$ cat config.mk
export PLATFORM = sky130hd
export DESIGN_NAME = glos_front
export DESIGN_NICKNAME = d
export VERILOG_FILES = /design/src/design/glos_pkg.sv /design/src/design/glos_front.sv
export SDC_FILE = /design/constraint.sdc
export NUM_CORES = 1
export LEC_CHECK = 0
export ABC_AREA = 1
export BUFFER_PORTS_ARGS = -buffer_cell sky130_fd_sc_hd__buf_2
export CORE_ASPECT_RATIO = 0.6
export CORE_MARGIN = 2
export CORE_UTILIZATION = 25
export DETAILED_ROUTE_END_ITERATION = 10
export PLACE_DENSITY_LB_ADDON = 0.12
export SLEW_MARGIN = 20
export SYNTH_ARGS = -nofsm -noshare
export SYNTH_HDL_FRONTEND = slang
export SYNTH_SLANG_ARGS = --single-unit
$ cat constraint.sdc
create_clock -name vclk -period 3.3
set_input_delay 0.33 -clock vclk [all_inputs]
set_output_delay 0.33 -clock vclk [all_outputs]
set_load 0.02 [all_outputs]
$ cat src/design/glos_pkg.sv
// Shared types, constants and helpers for the grid line-of-sight block.
`default_nettype none

package glos_pkg;

  // Grid memory geometry and height word width.
  localparam int MAX_COLUMNS = 64;
  localparam int MAX_ROWS    = 64;
  localparam int HEIGHT_BITS = 32;

  localparam int CELL_COUNT = MAX_COLUMNS * MAX_ROWS;
  localparam int ADDR_BITS  = $clog2(CELL_COUNT);

  // Fixed widths of the item fields and configuration registers.
  localparam int COORD_BITS     = 6;
  localparam int LEVEL_BITS     = 32;
  localparam int CFG_BITS       = 7;
  localparam int CFG_INDEX_BITS = 2;

  // Bresenham walker arithmetic.
  localparam int DELTA_BITS = COORD_BITS + 1;
  localparam int ERR_BITS   = COORD_BITS + 3;

  // Command queue between front and back.
  localparam int QUEUE_DEPTH = 2;
  localparam int QPTR_BITS   = $clog2(QUEUE_DEPTH);
  localparam int QCNT_BITS   = $clog2(QUEUE_DEPTH + 1);

  // Operation codes of the input item.
  localparam logic OP_WRITE = 1'b0;
  localparam logic OP_QUERY = 1'b1;

  // Configuration register indexes.
  localparam logic [CFG_INDEX_BITS-1:0] REG_GRID_WIDTH  = 2'd0;
  localparam logic [CFG_INDEX_BITS-1:0] REG_GRID_HEIGHT = 2'd1;

  localparam logic [CFG_BITS-1:0] GRID_WIDTH_RESET  = 7'd64;
  localparam logic [CFG_BITS-1:0] GRID_HEIGHT_RESET = 7'd64;

  typedef enum logic [1:0] {
    CMD_WRITE,
    CMD_QUERY,
    CMD_TRIVIAL
  } cmd_kind_t;

  typedef struct packed {
    cmd_kind_t                      kind;
    logic [COORD_BITS-1:0]          src_x;
    logic [COORD_BITS-1:0]          src_y;
    logic [COORD_BITS-1:0]          dst_x;
    logic [COORD_BITS-1:0]          dst_y;
    logic signed [HEIGHT_BITS-1:0]  level;
  } cmd_t;

  typedef enum logic {
    ST_IDLE,
    ST_WALK
  } back_state_t;

  // Sign-extend or wrap a raw 32-bit level to the stored height width.
  function automatic logic signed [HEIGHT_BITS-1:0] to_height(
    input logic signed [LEVEL_BITS-1:0] raw
  );
    return HEIGHT_BITS'(raw);
  endfunction

endpackage

`default_nettype wire

$ cat src/design/glos_front.sv
// Front end: accepts items, classifies them and builds queue commands.
`default_nettype none

module glos_front
  import glos_pkg::*;
(
  input  wire logic                   start,
  input  wire logic                   queue_full,
  input  wire logic                   operation,
  input  wire logic [COORD_BITS-1:0]  source_x,
  input  wire logic [COORD_BITS-1:0]  source_y,
  input  wire logic [COORD_BITS-1:0]  target_x,
  input  wire logic [COORD_BITS-1:0]  target_y,
  input  wire logic [LEVEL_BITS-1:0]  ground_level,
  input  wire logic [LEVEL_BITS-1:0]  blocker_level,
  input  wire logic [LEVEL_BITS-1:0]  eye_level,
  output logic                        push,
  output cmd_t                        cmd
);

  logic                          accept;
  logic                          in_memory;
  logic signed [HEIGHT_BITS-1:0] ground_h;
  logic signed [HEIGHT_BITS-1:0] blocker_h;

  assign accept    = start && !queue_full;
  assign ground_h  = to_height($signed(ground_level));
  assign blocker_h = to_height($signed(blocker_level));
  assign in_memory = (32'(source_x) < 32'(MAX_COLUMNS)) &&
                     (32'(source_y) < 32'(MAX_ROWS));

  always_comb begin
    cmd.src_x = source_x;
    cmd.src_y = source_y;
    cmd.dst_x = target_x;
    cmd.dst_y = target_y;
    if (operation == OP_QUERY) begin
      cmd.level = to_height($signed(eye_level));
      if (source_x == target_x && source_y == target_y) begin
        cmd.kind = CMD_TRIVIAL;
      end else begin
        cmd.kind = CMD_QUERY;
      end
      push = accept;
    end else begin
      // Keep the higher of ground and blocker top.
      cmd.level = (blocker_h > ground_h) ? blocker_h : ground_h;
      cmd.kind  = CMD_WRITE;
      // Drop writes that fall outside the memory.
      push      = accept && in_memory;
    end
  end

endmodule

`default_nettype wire

==> summary.md <==
| Metric | Value |
|---|---|
| Status | `finished clean` |
| Via count | `2855` |
| ANT cells | `0` |
| Post-Synth Adder-Cell Area | `0.183` |
| Yosys top cell area share | `0.230` |
| Worst VDD drop | `72.5 µV` |
| Congestion Overflow GR | `0` |
| CTS Hold Bufs | `0` |
| # clk buffers | `0` |
| Max-cap viol count | `0` |
| Initial DRT Pass Iterations | `4` |
| Syn_area_per_cell | `5.37 µm²` |
| Effective utilization at floorplan | `0.257` |
| Seq/Total Area, Yosys | `0` |
| Min Tclk post-route | `between 2 and 3 ns` |
| CP max FO | `32` |
| Die footprint | `9550 µm²` |
| CORE AREA | `8520 µm²` |
| Largest family of logic cells by synthesized area | `simple AND/OR/NAND/NOR gates` |
| DRT Wirelength | `7.46 mm` |
| # rows | `26` |
| WHS Path Cells | `2` |
| Final ANT Viol Nets | `0` |
| Achievable Freq | `0.334 GHz` |
| Post-DP HPWL | `6.14 mm` |
| Largest net degree at the start of global routing | `35` |
| Total track usage | `0.146` |
| Die W | `approximately 120 µm` |
| Area of the multi-input gates | `about 1600 µm²` |
| Cell count after synthesis | `408` |
| Crit path from | `ground_level[31]` |
| CTS resizes | `0` |
| PwrDens | `roughly 180 nW/µm²` |
| Area Overhead vs Synth | `36.9%` |
| Gpl congestion | `0.780` |
| Slew Limit Headroom | `0.585` |
| Hold WC Path Type | `in -> out` |
| Max-slew violation count | `0` |
| Nets@finish | `709` |
| Post-CTS Setup Repair Bufs | `0` |
| Top post-synthesis cells by count | `nand2_1, inv_1, nand3_1` |
| Most common cell in the synthesized netlist | `nand2_1` |
| Crit path required time | `2.97 ns` |
| Netlist cell types | `24` |
| Fill cell count | `between 900 and 1000` |
| Arrival time of the worst setup path | `2.66 ns` |
| I/O pins | `about 180` |
| Seq_cells | `0` |
| Endpoint class of the critical path | `output pin` |
| Endpoints failing hold | `0` |
| Least-Margin Pin Slew | `0.622 ns` |
| FF/Latch Area | `0 µm²` |
| Crit Path Category | `in -> out` |
| Lkg Pwr | `2.02 nW` |
| Area leader, netlist | `nand2_1` |
| DRT iter0 DRCs | `110` |
| Die Y | `approximately 76 µm` |
| Worst min-delay path startpoint | `source_x[4]` |
| Synth area leaders | `nand2_1, ha_1, inv_1` |
| Synth warnings | `0` |
| Final setup TNS | `0 ns` |
| Mux share of post-synthesis cell area | `0` |
| Power consumption | `0.000526 W` |
| XOR/XNOR share of the synthesized area | `0.0480` |
| Routed length per instance | `11.2 µm` |
| Initial antenna violation count | `0` |
| Simple-gate share of the synthesized area | `0.462` |
| Layout cells sized above 1 | `0.346` |
| Residual DRC | `0` |
| Worst Hold Path EP | `cmd[54]` |
| Via density | `4.30` |
| Vias in the first global route | `between 2000 and 3000` |
| # setup viols final | `0` |
| Wire length of the first global-routing pass | `12.3 mm` |
| Synth Net Count | `563` |
| Final period util | `0.906` |
| Netlist Area Pre-Place | `~2200 µm²` |
| Util after Layout | `0.352` |
| Critical Path Start Type | `primary input` |
| RSZ-0062 raised after global routing | `false` |
| Number of port buffers | `182` |
| Compound-Gate Fraction of Synth Area | `0.0469` |
per-layer routing:
layer / vias up / global-route usage / wire, µm
met5: - / 0 / 0
met2: 120 / 0.223 / 2890
met3: 0 / 0.00983 / 546
li1: 1555 / - / -
met1: 1180 / 0.234 / 4020
met4: 0 / 0.00111 / 0
layout make-up:
class / instances / share of cell area
inverter: 77 / 0.0965
multi-input combinational: 288 / 0.540
tap: 112 / 0.0468
timing repair buffer: 187 / 0.316
cells in the final DEF (no fill, tap or decap):
cell type,Yosys,routed
buf_4,24,5
nand2_2,1,1
and3_1,1,1
clkinv_1,1,1
nor2_1,15,15
nand4_1,34,34
xnor2_1,3,3
nor4_1,1,1
buf_2,6,182
a21oi_1,14,14
inv_1,76,76
nand3_4,1,1
nor3b_2,1,1
nand2_1,134,134
ha_1,32,32
xor2_1,9,9
nand3_2,1,1
nand3_1,35,35
a21o_1,1,1
o21ai_0,2,2
o21a_1,2,2
nor3_1,1,1
metrics by stage:
stage / hold WS [ns] / cells / setup slack (ns) / area [µm²]
global route: 0.909 / 664 / 0.00265 / 3000
finish: 0.902 / 664 / 0.310 / 3000
CTS: 0.905 / 664 / 0.264 / 3000
global placement: 0.905 / 664 / 0.283 / 3000
detailed placement: 0.903 / 664 / 0.287 / 3000
floorplan: 0.740 / 408 / 1.09 / 2190
how the worst max path moves through the flow:
stage,endpoint,cells past startpoint
floorplan,cmd[23],13
global placement,cmd[2],14
detailed placement,cmd[11],14
CTS,cmd[11],14
global route,cmd[27],14
finish,cmd[11],14
worst max-delay path: stages:
cell,delay [ns]
buf_2,0.07
inv_1,0.04
ha_1,0.38
nand2_1,0.10
nor2_1,0.17
nand2_1,0.13
nor3b_2,0.18
nand2_1,0.11
nand3_2,0.25
nand3_4,0.39
nand2_1,0.17
nand3_1,0.09
nand2_1,0.08
buf_2,0.16
report_power, final:
group,total [W],internal [W],switching [W],leakage (nW)
clock,0,0,0,0
combinational,0.000526,0.000202,0.000324,2.02
sequential,0,0,0,0
total,0.000526,0.000202,0.000324,2.02
kinds of logic after synthesis:
group                    Yosys count
buffers and inverters            120
XOR/XNOR                          12
adder cells (fa/ha/maj)           32
AND/OR/NAND/NOR                  225
AO/OA/AOI/OAI                     19
Note: power is estimated with default switching activity, not from simulation.
