`config.mk`:
```
export PLATFORM = sky130hd
export DESIGN_NAME = glos_queue
export DESIGN_NICKNAME = d
export VERILOG_FILES = /design/src/design/glos_pkg.sv /design/src/design/glos_queue.sv
export SDC_FILE = /design/constraint.sdc
export NUM_CORES = 1
export LEC_CHECK = 0
export BUFFER_PORTS_ARGS = -buffer_cell sky130_fd_sc_hd__buf_2
export CORE_AREA = 5 5 104 106
export DETAILED_ROUTE_END_ITERATION = 10
export DIE_AREA = 0 0 109 111
export PLACE_DENSITY = 0.73
export SLEW_MARGIN = 20
export SYNTH_ARGS = -nofsm -noshare
export SYNTH_HDL_FRONTEND = slang
export SYNTH_SLANG_ARGS = --single-unit
```
`constraint.sdc`:
```
create_clock -name clk -period 3.5 [get_ports clk]
set_input_delay 0.7 -clock clk [delete_from_list [all_inputs] [get_ports clk]]
set_output_delay 0.7 -clock clk [all_outputs]
set_load 0.02 [all_outputs]
```
`src/design/glos_pkg.sv`:
```
// Shared types, constants and helpers for the grid line-of-sight block.
`default_nettype none

package glos_pkg;

  // Grid memory geometry and height word width.
  localparam int MAX_COLUMNS = 64;
  localparam int MAX_ROWS    = 64;
  localparam int HEIGHT_BITS = 32;

  localparam int CELL_COUNT = MAX_COLUMNS * MAX_ROWS;
  localparam int ADDR_BITS  = $clog2(CELL_COUNT);

  // Fixed widths of the item fields and configuration registers.
  localparam int COORD_BITS     = 6;
  localparam int LEVEL_BITS     = 32;
  localparam int CFG_BITS       = 7;
  localparam int CFG_INDEX_BITS = 2;

  // Bresenham walker arithmetic.
  localparam int DELTA_BITS = COORD_BITS + 1;
  localparam int ERR_BITS   = COORD_BITS + 3;

  // Command queue between front and back.
  localparam int QUEUE_DEPTH = 2;
  localparam int QPTR_BITS   = $clog2(QUEUE_DEPTH);
  localparam int QCNT_BITS   = $clog2(QUEUE_DEPTH + 1);

  // Operation codes of the input item.
  localparam logic OP_WRITE = 1'b0;
  localparam logic OP_QUERY = 1'b1;

  // Configuration register indexes.
  localparam logic [CFG_INDEX_BITS-1:0] REG_GRID_WIDTH  = 2'd0;
  localparam logic [CFG_INDEX_BITS-1:0] REG_GRID_HEIGHT = 2'd1;

  localparam logic [CFG_BITS-1:0] GRID_WIDTH_RESET  = 7'd64;
  localparam logic [CFG_BITS-1:0] GRID_HEIGHT_RESET = 7'd64;

  typedef enum logic [1:0] {
    CMD_WRITE,
    CMD_QUERY,
    CMD_TRIVIAL
  } cmd_kind_t;

  typedef struct packed {
    cmd_kind_t                      kind;
    logic [COORD_BITS-1:0]          src_x;
    logic [COORD_BITS-1:0]          src_y;
    logic [COORD_BITS-1:0]          dst_x;
    logic [COORD_BITS-1:0]          dst_y;
    logic signed [HEIGHT_BITS-1:0]  level;
  } cmd_t;

  typedef enum logic {
    ST_IDLE,
    ST_WALK
  } back_state_t;

  // Sign-extend or wrap a raw 32-bit level to the stored height width.
  function automatic logic signed [HEIGHT_BITS-1:0] to_height(
    input logic signed [LEVEL_BITS-1:0] raw
  );
    return HEIGHT_BITS'(raw);
  endfunction

endpackage

`default_nettype wire

```
`src/design/glos_queue.sv`:
```
// Short command queue between the front end and the walker.
`default_nettype none

module glos_queue
  import glos_pkg::*;
(
  input  wire logic clk,
  input  wire logic rst_n,
  input  wire logic push,
  input  wire cmd_t push_cmd,
  input  wire logic pop,
  output logic      full,
  output logic      head_valid,
  output cmd_t      head
);

  cmd_t                 entry_r [QUEUE_DEPTH];
  logic [QPTR_BITS-1:0] wr_ptr_r, wr_ptr_nxt;
  logic [QPTR_BITS-1:0] rd_ptr_r, rd_ptr_nxt;
  logic [QCNT_BITS-1:0] count_r, count_nxt;

  assign full       = (count_r == QCNT_BITS'(QUEUE_DEPTH));
  assign head_valid = (count_r != '0);
  assign head       = entry_r[rd_ptr_r];

  function automatic logic [QPTR_BITS-1:0] bump(input logic [QPTR_BITS-1:0] p);
    if (32'(p) == QUEUE_DEPTH - 1) begin
      return '0;
    end
    return p + 1'b1;
  endfunction

  always_comb begin
    wr_ptr_nxt = push ? bump(wr_ptr_r) : wr_ptr_r;
    rd_ptr_nxt = pop ? bump(rd_ptr_r) : rd_ptr_r;
    count_nxt  = count_r;
    if (push && !pop) begin
      count_nxt = count_r + 1'b1;
    end else if (pop && !push) begin
      count_nxt = count_r - 1'b1;
    end
  end

  always_ff @(posedge clk) begin
    if (!rst_n) begin
      wr_ptr_r <= '0;
      rd_ptr_r <= '0;
      count_r  <= '0;
    end else begin
      wr_ptr_r <= wr_ptr_nxt;
      rd_ptr_r <= rd_ptr_nxt;
      count_r  <= count_nxt;
    end
  end

  always_ff @(posedge clk) begin
    if (push) begin
      entry_r[wr_ptr_r] <= push_cmd;
    end
  end

endmodule

`default_nettype wire

```
==> out/summary.txt <==
gr ovfl total -> 0
Reg clk slew, reported paths -> 0.06 ns
power density over the cells -> 648.0 nW/um^2
clock buffer depth -> 2
drt drc -> 0
GRT Util Overall -> 0.1368
Req. time, crit path -> 2.80 ns
Clock Power Share -> 0.447
clock latency at the later pin of the worst-skew pair -> 0.50 ns
Root Driver -> clkbuf_8
layout overhead on the synthesized area -> 30.48%
TNS Setup -> 0 ns
row count -> 36
CP peak stage delay -> 0.93 ns
area of the core -> 9684 sq um
non-filler cells, final -> 485
P_int -> 0.002934 W
mean area per synthesized cell -> 22.17 sq um
overall die width -> 109 microns
number of global-route vias before repair -> 2,577
commonest non-fill, non-tap cells in the layout -> buf_2 (121), edfxtp_1 (116), mux2_2 (38), mux2_4 (20), clkbuf_16 (16)
r2r startpoint -> wr_ptr_r$_SDFFE_PN0P_
Pleak -> 2.259 nW
register area -> 3587 sq um
Max stage delay cell, worst path -> dfxtp_4
Final Wtd Congestion -> 0.6743
# hold bufs at CTS -> 0
final clock skew -> 0.005846 ns
Crit. End Element -> output port
CP Data Arrival Time -> 2.04 ns
crit path cell chain -> mux2_2, buf_2
pin count of the biggest net entering global routing -> 59
worst slew pin tran -> 0.8839 ns
Die ar. -> 12,100 sq um
Mapped Cells -> 202
DR vias -> 2,270
Initial DRT Pass Iterations -> 4
synthesized cell area -> 4478 sq um
sequential power share -> 0.455
Cell variety after synth -> 19
area of the multi-input gates -> 854.6 sq um
setup bufs post-CTS -> 0
Met3 Routed Length -> 578 microns
worst-path fanout max -> 58
drt initial violations -> 68
final-report max-slew violation count -> 0
Mapped Nets -> 265
Top Layer Used -> met4
Max-Cap Viols -> 0
most common cell after layout, fill and taps aside -> buf_2
hold_sp -> push_cmd[42]
antenna violations before repair -> 0
met1 wire length -> 3173 microns
Post-CTS Resized -> 0
Nets -> 402
startpoint types -> flop
fill count -> 737
crit path kind -> flop to output port
Hold Violations, Final -> 0
status -> finished clean
area post-placement -> 5253 sq um
# H-tree levels -> 4
WHS -> 0.3891 ns
Synth Register Bits -> 121
switching share of power -> 0.2251
FMAX -> 364.8 MHz
sw power -> 0.0008522 W
Setup-failing EPs final -> 0
CTS Buf Count -> 17
Via-to-Cell Ratio -> 4.680
DIE HEIGHT -> 111 microns
ANT nets after route -> 0
combinational group share of total power -> 0.098
yosys warns -> 0
first-pass GRT wire length -> 12,500 microns
layout cell share with drive strength beyond 1 -> 0.6193
TritonCTS Sinks -> 121
wire length on met2 -> 4039 microns
wire per inst -> 16.16 microns
Relative slew margins -> 0.4107
fin util -> 0.6034
antenna cells -> 0
final instance area -> 5843 sq um
Hold Path Class -> primary input to flop
unrepaired setup endpoints after global routing -> no
placed insts -> 453
final WL -> 7837 microns
CTS tree -> yes
IO Pins -> 122
min Tclk post-route -> 2.741 ns
port bufs -> 121
Starting Density -> 0.4624
DP Wirelength -> 5207 microns
Peak VDD IR -> 351.4 uV
Seq/Total Area, Yosys -> 0.8002
final period utilization -> 0.7831
==> state kept, by name, indices dropped and copies added (netlist names), named ones only <==
name      count
entry_r     116
count_r       2
wr_ptr_r      1
rd_ptr_r      1
==> power by group through the flow <==
stage	clock (W)	combinational, W	sequential, W
2_1_floorplan	0	0.000268	0.00172
3_3_place_gp	0	0.000371	0.00175
3_5_place_dp	0	0.000376	0.00175
4_1_cts	0.00173	0.000378	0.00173
5_1_grt	0.00181	0.000396	0.00173
6_report	0.00169	0.000371	0.00172
==> critical path, delay by kind of cell, from the launching register on <==
family                 cells  cell delay [ns]
flip-flops                 1             0.93
multiplexers               1             0.44
buffers and inverters      1             0.17
==> per-layer routing <==
layer | vias to the layer above | GRT usage
met5 | - | 0
met4 | 0 | 0.05556
met3 | 4 | 0.04834
met2 | 87 | 0.2293
met1 | 1103 | 0.1576
li1 | 1076 | -
==> cells by family after synthesis <==
kind of cell / Yosys count / share of synthesized area
fa+ha+maj: 1 / 0.002794
xor+xnor: 3 / 0.005869
simple gates: 9 / 0.01313
mux: 58 / 0.1626
compound gates: 3 / 0.004471
buf+inv: 7 / 0.01090
flops: 121 / 0.8002
==> Yosys cell counts, drive strengths merged <==
cell	count	area [sq um]
xnor2	1	8.760
o21ai	1	5.000
ha	1	12.51
dfxtp	5	100.1
or3	1	6.260
buf	6	45.04
inv	1	3.750
and2	4	25.02
or2	1	6.260
nor2b	2	12.51
a21boi	1	7.510
edfxtp	116	3483
mux2	58	728.2
o21a	1	7.510
xor2	2	17.52
and2b	1	8.760
==> final timing paths <==
| kind | to | slack [ns] | cells past startpoint |
|---|---|---|---|
| worst max-delay path | head[13] | 0.76 | 2 |
| worst min-delay path | entry_r[0][42]$_DFFE_PP_ | 0.39 | 1 |
| worst max register to register | entry_r[1][53]$_DFFE_PP_ | 1.87 | 2 |
| worst min register to register | count_r[1]$_SDFFE_PN0P_ | 0.52 | 2 |
==> final cells by class <==
type / instances / area share
clock buffers: 18 / 0.07152
repair buffers: 124 / 0.1096
inverters: 1 / 0.0006424
clock inverters: 14 / 0.02955
flip-flops and latches: 121 / 0.6139
well taps: 133 / 0.02848
multi-input cells: 74 / 0.1463
==> metrics by stage <==
step	power (W)	setup slack (ns)
3_3_place_gp	0.002121	1.216
2_1_floorplan	0.001988	0.8264
6_report	0.003786	0.7591
3_5_place_dp	0.002131	1.233
4_1_cts	0.003835	0.6874
5_1_grt	0.003941	0.6456
No activity file was read; power rests on OpenSTA's default activity.
